===== src/dasc_pkg.sv =====
// ----------------------------------------------------------------------------
// dasc_pkg
// Types, widths and constants shared by the daily activity summary core.
// ----------------------------------------------------------------------------
`timescale 1ns / 1ps

package dasc_pkg;

  // Day length in minute records and the width of the minute counter.
  localparam int MinuteW    = 11;
  localparam logic [MinuteW-1:0] MaxRecords = 11'd1440;

  // Accumulator widths.
  localparam int BigSumW    = 27;
  localparam int FloorSumW  = 19;
  localparam int HeartSumW  = 19;
  localparam int CountW     = 11;
  localparam int PeakW      = 16;
  localparam int RunSumW    = 14;
  localparam int AvgW       = 8;

  // The average divider retires one quotient bit per cycle.
  localparam int DivSteps   = HeartSumW;
  localparam int DivCountW  = 5;

  // Stream payload widths.
  localparam int InDataW    = 80;
  localparam int OutDataW   = 160;

  // Input record, lowest field in the lowest bits.
  typedef struct packed {
    logic [6:0]         pad;
    logic signed [3:0]  sleep_level;
    logic signed [16:0] step_count;
    logic signed [8:0]  heart_rate;
    logic signed [8:0]  floor_count;
    logic signed [16:0] distance_milli;
    logic signed [16:0] calories_milli;
  } in_item_t;

  // Daily summary, lowest field in the lowest bits.
  typedef struct packed {
    logic [MinuteW-1:0]   worst_end;
    logic [MinuteW-1:0]   worst_start;
    logic [RunSumW-1:0]   worst_sleep;
    logic [PeakW-1:0]     most_steps;
    logic [AvgW-1:0]      average_heart;
    logic [BigSumW-1:0]   total_steps;
    logic [FloorSumW-1:0] total_floors;
    logic [BigSumW-1:0]   total_distance;
    logic [BigSumW-1:0]   total_calories;
  } out_item_t;

  // Controller states.
  typedef enum logic [1:0] {
    ST_IDLE,
    ST_LAUNCH,
    ST_DIVIDE,
    ST_FINISH
  } ctrl_state_t;

  // Commands from the controller to the datapath.
  typedef struct packed {
    logic accum;
    logic div_start;
    logic finish;
  } dp_cmd_t;

  // Status from the datapath to the controller.
  typedef struct packed {
    logic div_busy;
  } dp_status_t;

endpackage


===== src/dasc_div.sv =====
// ----------------------------------------------------------------------------
// dasc_div
// Restoring divider that forms one quotient bit per clock cycle.
// ----------------------------------------------------------------------------
`timescale 1ns / 1ps

module dasc_div
  import dasc_pkg::*;
(
  input  logic                 clk,
  input  logic                 rst,
  input  logic                 start,
  input  logic [HeartSumW-1:0] dividend,
  input  logic [CountW-1:0]    divisor,
  output logic                 busy,
  output logic [HeartSumW-1:0] quotient
);

  logic [CountW-1:0]    rem;
  logic [HeartSumW-1:0] quo;
  logic [DivCountW-1:0] steps_left;
  logic [CountW:0]      rem_shift;
  logic [CountW+1:0]    diff;
  logic                 fits;

  // One restoring step: shift in the next dividend bit and try the subtract.
  always_comb begin
    rem_shift = {rem, quo[HeartSumW-1]};
    diff      = {1'b0, rem_shift} - {2'b00, divisor};
    fits      = ~diff[CountW+1];
  end

  // Step counter is control state; the working registers need no reset.
  always_ff @(posedge clk) begin
    if (rst) begin
      steps_left <= '0;
    end else if (start) begin
      steps_left <= DivCountW'(DivSteps);
    end else if (steps_left != '0) begin
      steps_left <= steps_left - 1'b1;
    end
  end

  always_ff @(posedge clk) begin
    if (start) begin
      rem <= '0;
      quo <= dividend;
    end else if (steps_left != '0) begin
      rem <= fits ? diff[CountW-1:0] : rem_shift[CountW-1:0];
      quo <= {quo[HeartSumW-2:0], fits};
    end
  end

  assign busy     = (steps_left != '0);
  assign quotient = quo;

endmodule


===== src/dasc_datapath.sv =====
// ----------------------------------------------------------------------------
// dasc_datapath
// Daily accumulators, bad-sleep run tracking, average divider and the
// summary output register.
// ----------------------------------------------------------------------------
`timescale 1ns / 1ps

module dasc_datapath
  import dasc_pkg::*;
(
  input  logic       clk,
  input  logic       rst,
  input  dp_cmd_t    cmd,
  output dp_status_t status,
  input  in_item_t   item,
  output out_item_t  summary
);

  logic [BigSumW-1:0]   calorie_sum, distance_sum, step_sum;
  logic [FloorSumW-1:0] floor_sum;
  logic [HeartSumW-1:0] heart_sum;
  logic [CountW-1:0]    heart_valid_count;
  logic [PeakW-1:0]     step_peak;
  logic [MinuteW-1:0]   minute_index;
  logic                 run_active;
  logic [RunSumW-1:0]   run_total;
  logic [MinuteW-1:0]   run_begin;
  logic [RunSumW-1:0]   best_total;
  logic [MinuteW-1:0]   best_begin, best_finish;

  logic [BigSumW-1:0]   calorie_sum_next, distance_sum_next, step_sum_next;
  logic [FloorSumW-1:0] floor_sum_next;
  logic [HeartSumW-1:0] heart_sum_next;
  logic [CountW-1:0]    heart_valid_count_next;
  logic [PeakW-1:0]     step_peak_next;
  logic                 run_active_next;
  logic [RunSumW-1:0]   run_total_next;
  logic [MinuteW-1:0]   run_begin_next;
  logic [RunSumW-1:0]   best_total_next;
  logic [MinuteW-1:0]   best_begin_next, best_finish_next;

  logic [BigSumW:0]     cal_add, dist_add, step_add;
  logic [FloorSumW:0]   floor_add;
  logic [HeartSumW:0]   heart_add;
  logic [CountW:0]      count_add;
  logic [RunSumW:0]     run_add;
  logic [RunSumW-1:0]   run_base;
  logic                 sleep_bad;
  logic                 day_open;

  logic [RunSumW-1:0]   fin_total;
  logic [MinuteW-1:0]   fin_begin, fin_finish;
  logic [AvgW-1:0]      avg;
  logic                 div_busy;
  logic [HeartSumW-1:0] quotient;

  // Serial divider for the heart-rate average.
  dasc_div u_div (
    .clk      (clk),
    .rst      (rst),
    .start    (cmd.div_start),
    .dividend (heart_sum),
    .divisor  (heart_valid_count),
    .busy     (div_busy),
    .quotient (quotient)
  );

  assign status.div_busy = div_busy;

  // Saturating sums; a negative field is missing and adds nothing.
  always_comb begin
    day_open  = (minute_index < MaxRecords);
    cal_add   = {1'b0, calorie_sum} + (BigSumW+1)'(item.calories_milli[15:0]);
    dist_add  = {1'b0, distance_sum} + (BigSumW+1)'(item.distance_milli[15:0]);
    step_add  = {1'b0, step_sum} + (BigSumW+1)'(item.step_count[15:0]);
    floor_add = {1'b0, floor_sum} + (FloorSumW+1)'(item.floor_count[7:0]);
    heart_add = {1'b0, heart_sum} + (HeartSumW+1)'(item.heart_rate[7:0]);
    count_add = {1'b0, heart_valid_count} + (CountW+1)'(1);

    calorie_sum_next = calorie_sum;
    if (!item.calories_milli[16]) begin
      calorie_sum_next = cal_add[BigSumW] ? '1 : cal_add[BigSumW-1:0];
    end
    distance_sum_next = distance_sum;
    if (!item.distance_milli[16]) begin
      distance_sum_next = dist_add[BigSumW] ? '1 : dist_add[BigSumW-1:0];
    end
    floor_sum_next = floor_sum;
    if (!item.floor_count[8]) begin
      floor_sum_next = floor_add[FloorSumW] ? '1 : floor_add[FloorSumW-1:0];
    end
    step_sum_next  = step_sum;
    step_peak_next = step_peak;
    if (!item.step_count[16]) begin
      step_sum_next = step_add[BigSumW] ? '1 : step_add[BigSumW-1:0];
      if (item.step_count[15:0] > step_peak) begin
        step_peak_next = item.step_count[15:0];
      end
    end
    heart_sum_next         = heart_sum;
    heart_valid_count_next = heart_valid_count;
    if (!item.heart_rate[8]) begin
      heart_sum_next = heart_add[HeartSumW] ? '1 : heart_add[HeartSumW-1:0];
      heart_valid_count_next = count_add[CountW] ? '1 : count_add[CountW-1:0];
    end
  end

  // Bad-sleep run: levels above one extend the run, anything else closes it.
  always_comb begin
    sleep_bad = ~item.sleep_level[3] && (item.sleep_level[2:0] > 3'd1);
    run_base  = run_active ? run_total : '0;
    run_add   = {1'b0, run_base} + (RunSumW+1)'(item.sleep_level[2:0]);

    run_active_next  = run_active;
    run_total_next   = run_total;
    run_begin_next   = run_begin;
    best_total_next  = best_total;
    best_begin_next  = best_begin;
    best_finish_next = best_finish;
    if (sleep_bad) begin
      run_active_next = 1'b1;
      if (!run_active) begin
        run_begin_next = minute_index;
      end
      run_total_next = run_add[RunSumW] ? '1 : run_add[RunSumW-1:0];
    end else begin
      if (run_active && (run_total > best_total)) begin
        best_total_next  = run_total;
        best_begin_next  = run_begin;
        best_finish_next = minute_index;
      end
      run_active_next = 1'b0;
      run_total_next  = '0;
    end
  end

  // A run still open at the end of the day closes at the current minute.
  always_comb begin
    fin_total  = best_total;
    fin_begin  = best_begin;
    fin_finish = best_finish;
    if (run_active && (run_total > best_total)) begin
      fin_total  = run_total;
      fin_begin  = run_begin;
      fin_finish = minute_index;
    end
    if (heart_valid_count == '0) begin
      avg = '0;
    end else if (quotient > HeartSumW'(255)) begin
      avg = '1;
    end else begin
      avg = quotient[AvgW-1:0];
    end
  end

  // Day state: accumulate open-day transfers, clear as the summary loads.
  always_ff @(posedge clk) begin
    if (rst || cmd.finish) begin
      calorie_sum       <= '0;
      distance_sum      <= '0;
      floor_sum         <= '0;
      step_sum          <= '0;
      heart_sum         <= '0;
      heart_valid_count <= '0;
      step_peak         <= '0;
      minute_index      <= '0;
      run_active        <= 1'b0;
      run_total         <= '0;
      run_begin         <= '0;
      best_total        <= '0;
      best_begin        <= '0;
      best_finish       <= '0;
    end else if (cmd.accum && day_open) begin
      calorie_sum       <= calorie_sum_next;
      distance_sum      <= distance_sum_next;
      floor_sum         <= floor_sum_next;
      step_sum          <= step_sum_next;
      heart_sum         <= heart_sum_next;
      heart_valid_count <= heart_valid_count_next;
      step_peak         <= step_peak_next;
      minute_index      <= minute_index + 1'b1;
      run_active        <= run_active_next;
      run_total         <= run_total_next;
      run_begin         <= run_begin_next;
      best_total        <= best_total_next;
      best_begin        <= best_begin_next;
      best_finish       <= best_finish_next;
    end
  end

  // Summary output register.
  always_ff @(posedge clk) begin
    if (cmd.finish) begin
      summary.total_calories <= calorie_sum;
      summary.total_distance <= distance_sum;
      summary.total_floors   <= floor_sum;
      summary.total_steps    <= step_sum;
      summary.average_heart  <= avg;
      summary.most_steps     <= step_peak;
      summary.worst_sleep    <= fin_total;
      summary.worst_start    <= fin_begin;
      summary.worst_end      <= fin_finish;
    end
  end

endmodule


===== src/dasc_ctrl.sv =====
// ----------------------------------------------------------------------------
// dasc_ctrl
// Sequencer for record transfers, the average divide and summary hand-off.
// ----------------------------------------------------------------------------
`timescale 1ns / 1ps

module dasc_ctrl
  import dasc_pkg::*;
(
  input  logic       clk,
  input  logic       rst,
  input  logic       s_tvalid,
  output logic       s_tready,
  input  logic       s_tlast,
  output logic       m_tvalid,
  input  logic       m_tready,
  output dp_cmd_t    cmd,
  input  dp_status_t status
);

  ctrl_state_t state, state_next;
  logic        out_valid, out_valid_next;
  logic        out_free;

  // State and output-valid registers.
  always_ff @(posedge clk) begin
    if (rst) begin
      state     <= ST_IDLE;
      out_valid <= 1'b0;
    end else begin
      state     <= state_next;
      out_valid <= out_valid_next;
    end
  end

  // Next state and datapath commands.
  always_comb begin
    out_free       = ~out_valid | m_tready;
    state_next     = state;
    cmd            = '0;
    s_tready       = 1'b0;
    out_valid_next = out_valid & ~m_tready;
    case (state)
      ST_IDLE: begin
        s_tready = 1'b1;
        if (s_tvalid) begin
          cmd.accum = 1'b1;
          if (s_tlast) begin
            state_next = ST_LAUNCH;
          end
        end
      end
      ST_LAUNCH: begin
        cmd.div_start = 1'b1;
        state_next    = ST_DIVIDE;
      end
      ST_DIVIDE: begin
        if (!status.div_busy) begin
          state_next = ST_FINISH;
        end
      end
      ST_FINISH: begin
        if (out_free) begin
          cmd.finish     = 1'b1;
          out_valid_next = 1'b1;
          state_next     = ST_IDLE;
        end
      end
      default: begin
        state_next = ST_IDLE;
      end
    endcase
  end

  assign m_tvalid = out_valid;

endmodule


===== src/daily_activity_summary_core.sv =====
// ----------------------------------------------------------------------------
// daily_activity_summary_core
// Per-minute activity records in, one daily summary out on the last record.
// ----------------------------------------------------------------------------
//  Channel  Direction  Payload                          Marker
//  s_*      in         one minute record (s_tdata)      s_tlast = last record
//  m_*      out        daily summary (m_tdata)          none
//
//  A record without s_tlast leaves s_tready high.
//  A record with s_tlast then holds s_tready low while the controller launches
//  the heart-rate divide, waits out the 19 divider steps and sees them done,
//  then loads the summary register and clears the day state.
//  Synchronous reset clears the day state and the output valid flag.
//  Records are taken while a summary waits on m_tready; the next load waits.
// ----------------------------------------------------------------------------
`timescale 1ns / 1ps

module daily_activity_summary_core
  import dasc_pkg::*;
(
  input  logic                clk,
  input  logic                rst,
  input  logic                s_tvalid,
  output logic                s_tready,
  // Fields from bit 0: calories_milli, distance_milli, floor_count,
  // heart_rate, step_count, sleep_level, then zero padding.
  input  logic [InDataW-1:0]  s_tdata,
  input  logic                s_tlast,
  output logic                m_tvalid,
  input  logic                m_tready,
  // Fields from bit 0: total_calories, total_distance, total_floors,
  // total_steps, average_heart, most_steps, worst_sleep, worst_start,
  // worst_end.
  output logic [OutDataW-1:0] m_tdata
);

  dp_cmd_t    cmd;
  dp_status_t status;
  in_item_t   item;
  out_item_t  summary;

  assign item    = in_item_t'(s_tdata);
  assign m_tdata = OutDataW'(summary);

  // Controller.
  dasc_ctrl u_ctrl (
    .clk      (clk),
    .rst      (rst),
    .s_tvalid (s_tvalid),
    .s_tready (s_tready),
    .s_tlast  (s_tlast),
    .m_tvalid (m_tvalid),
    .m_tready (m_tready),
    .cmd      (cmd),
    .status   (status)
  );

  // Datapath.
  dasc_datapath u_datapath (
    .clk     (clk),
    .rst     (rst),
    .cmd     (cmd),
    .status  (status),
    .item    (item),
    .summary (summary)
  );

endmodule


===== config.mk =====
export PLATFORM = sky130hd
export DESIGN_NAME = daily_activity_summary_core
export DESIGN_NICKNAME = d
export VERILOG_FILES = /design/src/dasc_pkg.sv /design/src/dasc_div.sv /design/src/dasc_datapath.sv /design/src/dasc_ctrl.sv /design/src/daily_activity_summary_core.sv
export SDC_FILE = /design/constraint.sdc
export NUM_CORES = 1
export LEC_CHECK = 0
export ABC_AREA = 1
export BUFFER_PORTS_ARGS = -buffer_cell sky130_fd_sc_hd__clkbuf_2
export CORE_MARGIN = 4
export CORE_UTILIZATION = 43
export CTS_BUF_LIST = sky130_fd_sc_hd__clkbuf_8
export CTS_CLUSTER_DIAMETER = 60
export DETAILED_ROUTE_END_ITERATION = 8
export SLEW_MARGIN = 20
export SYNTH_ARGS = -nofsm -noshare
export SYNTH_HDL_FRONTEND = slang
export SYNTH_HIERARCHICAL = 1
export SYNTH_SLANG_ARGS = --single-unit

===== constraint.sdc =====
create_clock -name clk -period 13 [get_ports clk]
set_clock_uncertainty 0.2 [all_clocks]
set_input_delay 2.6 -clock clk [delete_from_list [all_inputs] [get_ports clk]]
set_output_delay 2.6 -clock clk [all_outputs]
set_load 0.03 [all_outputs]

==> impl_metrics.yaml <==
detailed_routing:
  vias: 19500
  routed_wl_mm: 58.2
  drc: 0
  first_pass_iters: 7
  vias_per_cell: 5.07
  final_antenna_net_count: 0
  routedWlPerCell_um: 15.1
  drt_iter0_drc: 1029
clock_network:
  cts_resized: 0
  cts.sinks: 417
  clk_latency_ns: 0.64
  clk_pin_slew_ns: 0.06
  postCtsHoldBufs: 0
  cts_made_buffers: 76
  cts-htree-levels: 3
  clockBufferDepth: 3
  cts_tree: "built"
  cts-root-buf: "clkbuf_8"
  cts_setup_buffers: 0
synth:
  ys_ff_latch: 417
  synth_compound_area_frac: 0.0963
  synth_area_leader_cell: "edfxtp_1"
  synth-xor-area-share: 0.0293
  synth_edf_count: 179
  netlist.area_leader.share: 0.240
  yosysSeqAreaShare: 0.453
  synth_simple_gate_area_share: 0.268
  synth_fp_nets: 3054
  synth_area_um2: 22400
  synth_top_family_by_area: "simple AND/OR/NAND/NOR gates"
  yosys_warnings: 6
  synthFlopType: "dfxtp_1"
  synth_area_leaders: "edfxtp_1, dfxtp_1, nand2_1"
  synth_cell_types: 50
  synth_cells: 2846
  synth_adder_area_share: 0.0711
  syn-mean-instance-area_um2: 7.87
  synth-async-reset-ratio: 0
  synth_mux_area_frac: 0
die:
  io_pins: 247
  die_y_um: 236
  start_util: 0.436
  core_um2: 51400
  num_rows: 83
  dieArea_um2: 55800
  die_w_um: 236
global_route:
  grt.total_usage: 0.203
  grt_pass1_vias: 18700
  grt_pass1_wl_mm: 94.5
  grt.overflow.total: 0
  grt_max_degree: 161
  antenna_found_initial: 1
setup_path:
  reg2reg_to: "u_datapath/run_begin[6]$_SDFFE_PP0P_"
  worstSetupStartpoint: "m_tready"
  arrival_ns: 5.59
  crit_path_top_delay_cell: "nor2_4"
  cp-start-kind: "primary input"
  crit_chain: "clkbuf_2, inv_1, a21oi_4, nor2_4, buf_4, buf_4, inv_2, nor2_4, nand3_1, o21ai_0"
  cp.required_ns: 13.33
  r2r_start: "u_ctrl/state[0]$_SDFFE_PP0P_"
  critPathMaxFanout: 77
  worstSetupPathType: "in2reg"
  r2r.worst_path.cells: 9
  rrSetupSlack_ns: 9.26
  end_kind: "flop"
  cp_slowest_stage_delay_ns: 0.78
  worstSetupEndpoint: "u_datapath/best_finish[5]$_SDFFE_PP0P_"
placement:
  dp.cells: 3700
  dp_hpwl_mm: 41.0
  dpl-instance-area_um2: 24200
  io_buffers: 239
  place_congestion: 0.882
finish:
  area_growth_pct: 15.2
  drive_above_1_share: 0.132
  fin_nets: 3306
  post-route-util: 0.502
  final_cells: 3843
  n_fill_cell: 5041
  final_area_um2: 25800
worst_hold_path:
  min_path_type: "reg2reg"
  worstHoldStart: "u_datapath/calorie_sum[9]$_SDFFE_PP0P_"
sta:
  holdWs_ns: 0.245
  max-slew-margin-rel: 0.191
  setup_violations: 0
  hold_viol_final: 0
  tns_ns: 0
  rsz0062_at_grt: "no"
  finalCriticalPeriod_ns: 5.26
  slew_viol_final: 0
  period_share: 0.405
  fmaxAchievable_ghz: 0.190
  worst_slew_pin_slew_ns: 1.21
power:
  power_density_nw_per_um2: 169
  power.leakage_nw: 11.8
  peakVddDrop_v: 0.0000741
run_status:
  status: "finished clean"
flow_run:
  maxCapViolCount: 0
how the worst min path moves through the flow:
stage                     slack, ns                                     endpoint  cells past startpoint
after global placement         0.24         u_datapath/run_begin[3]$_SDFFE_PP0P_                      2
after floorplan                0.23  u_datapath/u_div/steps_left[4]$_SDFFE_PP0P_                      2
after global routing           0.27             u_datapath/summary[58]$_DFFE_PP_                      0
final                          0.24              u_datapath/summary[9]$_DFFE_PP_                      0
after detailed placement       0.24              u_datapath/summary[4]$_DFFE_PP_                      0
after CTS                      0.25             u_datapath/summary[78]$_DFFE_PP_                      0
placed cells by master, fill, tap and decap left out, drive strengths merged, types with 7 or more instances in the layout:
cell	count
nand4	48
nor2	179
a31oi	9
nor4	10
o21a	9
inv	425
ha	116
buf	7
and2	42
nand3b	34
xnor2	52
clkinv	19
xor2	23
edfxtp	179
nand2	744
dfxtp	238
a21oi	213
nor3	30
fa	7
o21ai	169
nand3	251
clkbuf	327
Yosys cell counts, types with 34 or more instances:
cell type  instances
nand2_1          736
nor2_1           166
xnor2_1           52
inv_1            384
and2_1            42
nand3b_1          34
nand3_1          238
a21oi_1          211
o21ai_0          156
clkbuf_1          36
ha_1             116
edfxtp_1         179
nand4_1           48
dfxtp_1          238
area by class of cell:
| class | instances | area (um2) | area share |
|---|---|---|---|
| multi-input cells | 1959 | 10400 | 0.405 |
| inverters | 398 | 1490 | 0.0579 |
| well taps | 680 | 851 | 0.0330 |
| diodes | 1 | 2.50 | 0.0000970 |
| flip-flops and latches | 417 | 10100 | 0.393 |
| repair buffers | 246 | 1260 | 0.0489 |
| clock inverters | 54 | 388 | 0.0150 |
| clock buffers | 88 | 1210 | 0.0470 |
where the power goes:
group / internal [mW] / switching [mW] / leakage, nW
Clock: 0.739 / 0.567 / 0.909
Sequential: 1.59 / 0.109 / 3.61
Combinational: 0.425 / 0.926 / 7.25
routing by layer:
metal | share of wire | global-route usage | wire [um]
met5 | 0 | 0 | 0
met4 | 0.029 | 0.0734 | 1700
met3 | 0.050 | 0.0369 | 2880
met1 | 0.45 | 0.257 | 26000
met2 | 0.47 | 0.348 | 27600
cell families after synthesis:
family | count (synthesis)
buf+inv | 470
fa+ha+maj | 123
flops | 417
xor+xnor | 75
compound gates | 412
simple gates | 1349
state kept, by name, summed over array words and instances (netlist names), 2 cells and up:
signal,cells
u_ctrl/state,2
u_datapath/best_begin,11
u_datapath/best_finish,11
u_datapath/best_total,14
u_datapath/calorie_sum,27
u_datapath/distance_sum,27
u_datapath/floor_sum,19
u_datapath/heart_sum,19
u_datapath/heart_valid_count,11
u_datapath/minute_index,11
u_datapath/run_begin,11
u_datapath/run_total,14
u_datapath/step_peak,16
u_datapath/step_sum,27
u_datapath/summary,160
u_datapath/u_div/quotient,19
u_datapath/u_div/rem,11
u_datapath/u_div/steps_left,5
worst max-delay path, delay by kind of cell:
family          cells  cell delay, ns
compound gates      2            0.23
simple gates        3            1.05
buf+inv             5            1.59
per-stage QoR:
| stage | total power [mW] | worst slack, ns |
|---|---|---|
| floorplan | 2.76 | 0.0873 |
| global placement | 3.05 | 7.20 |
| detailed placement | 3.08 | 7.06 |
| CTS | 4.41 | 7.76 |
| global route | 4.66 | 7.50 |
| finish | 4.36 | 7.74 |
No activity file was read; power rests on OpenSTA's default activity.
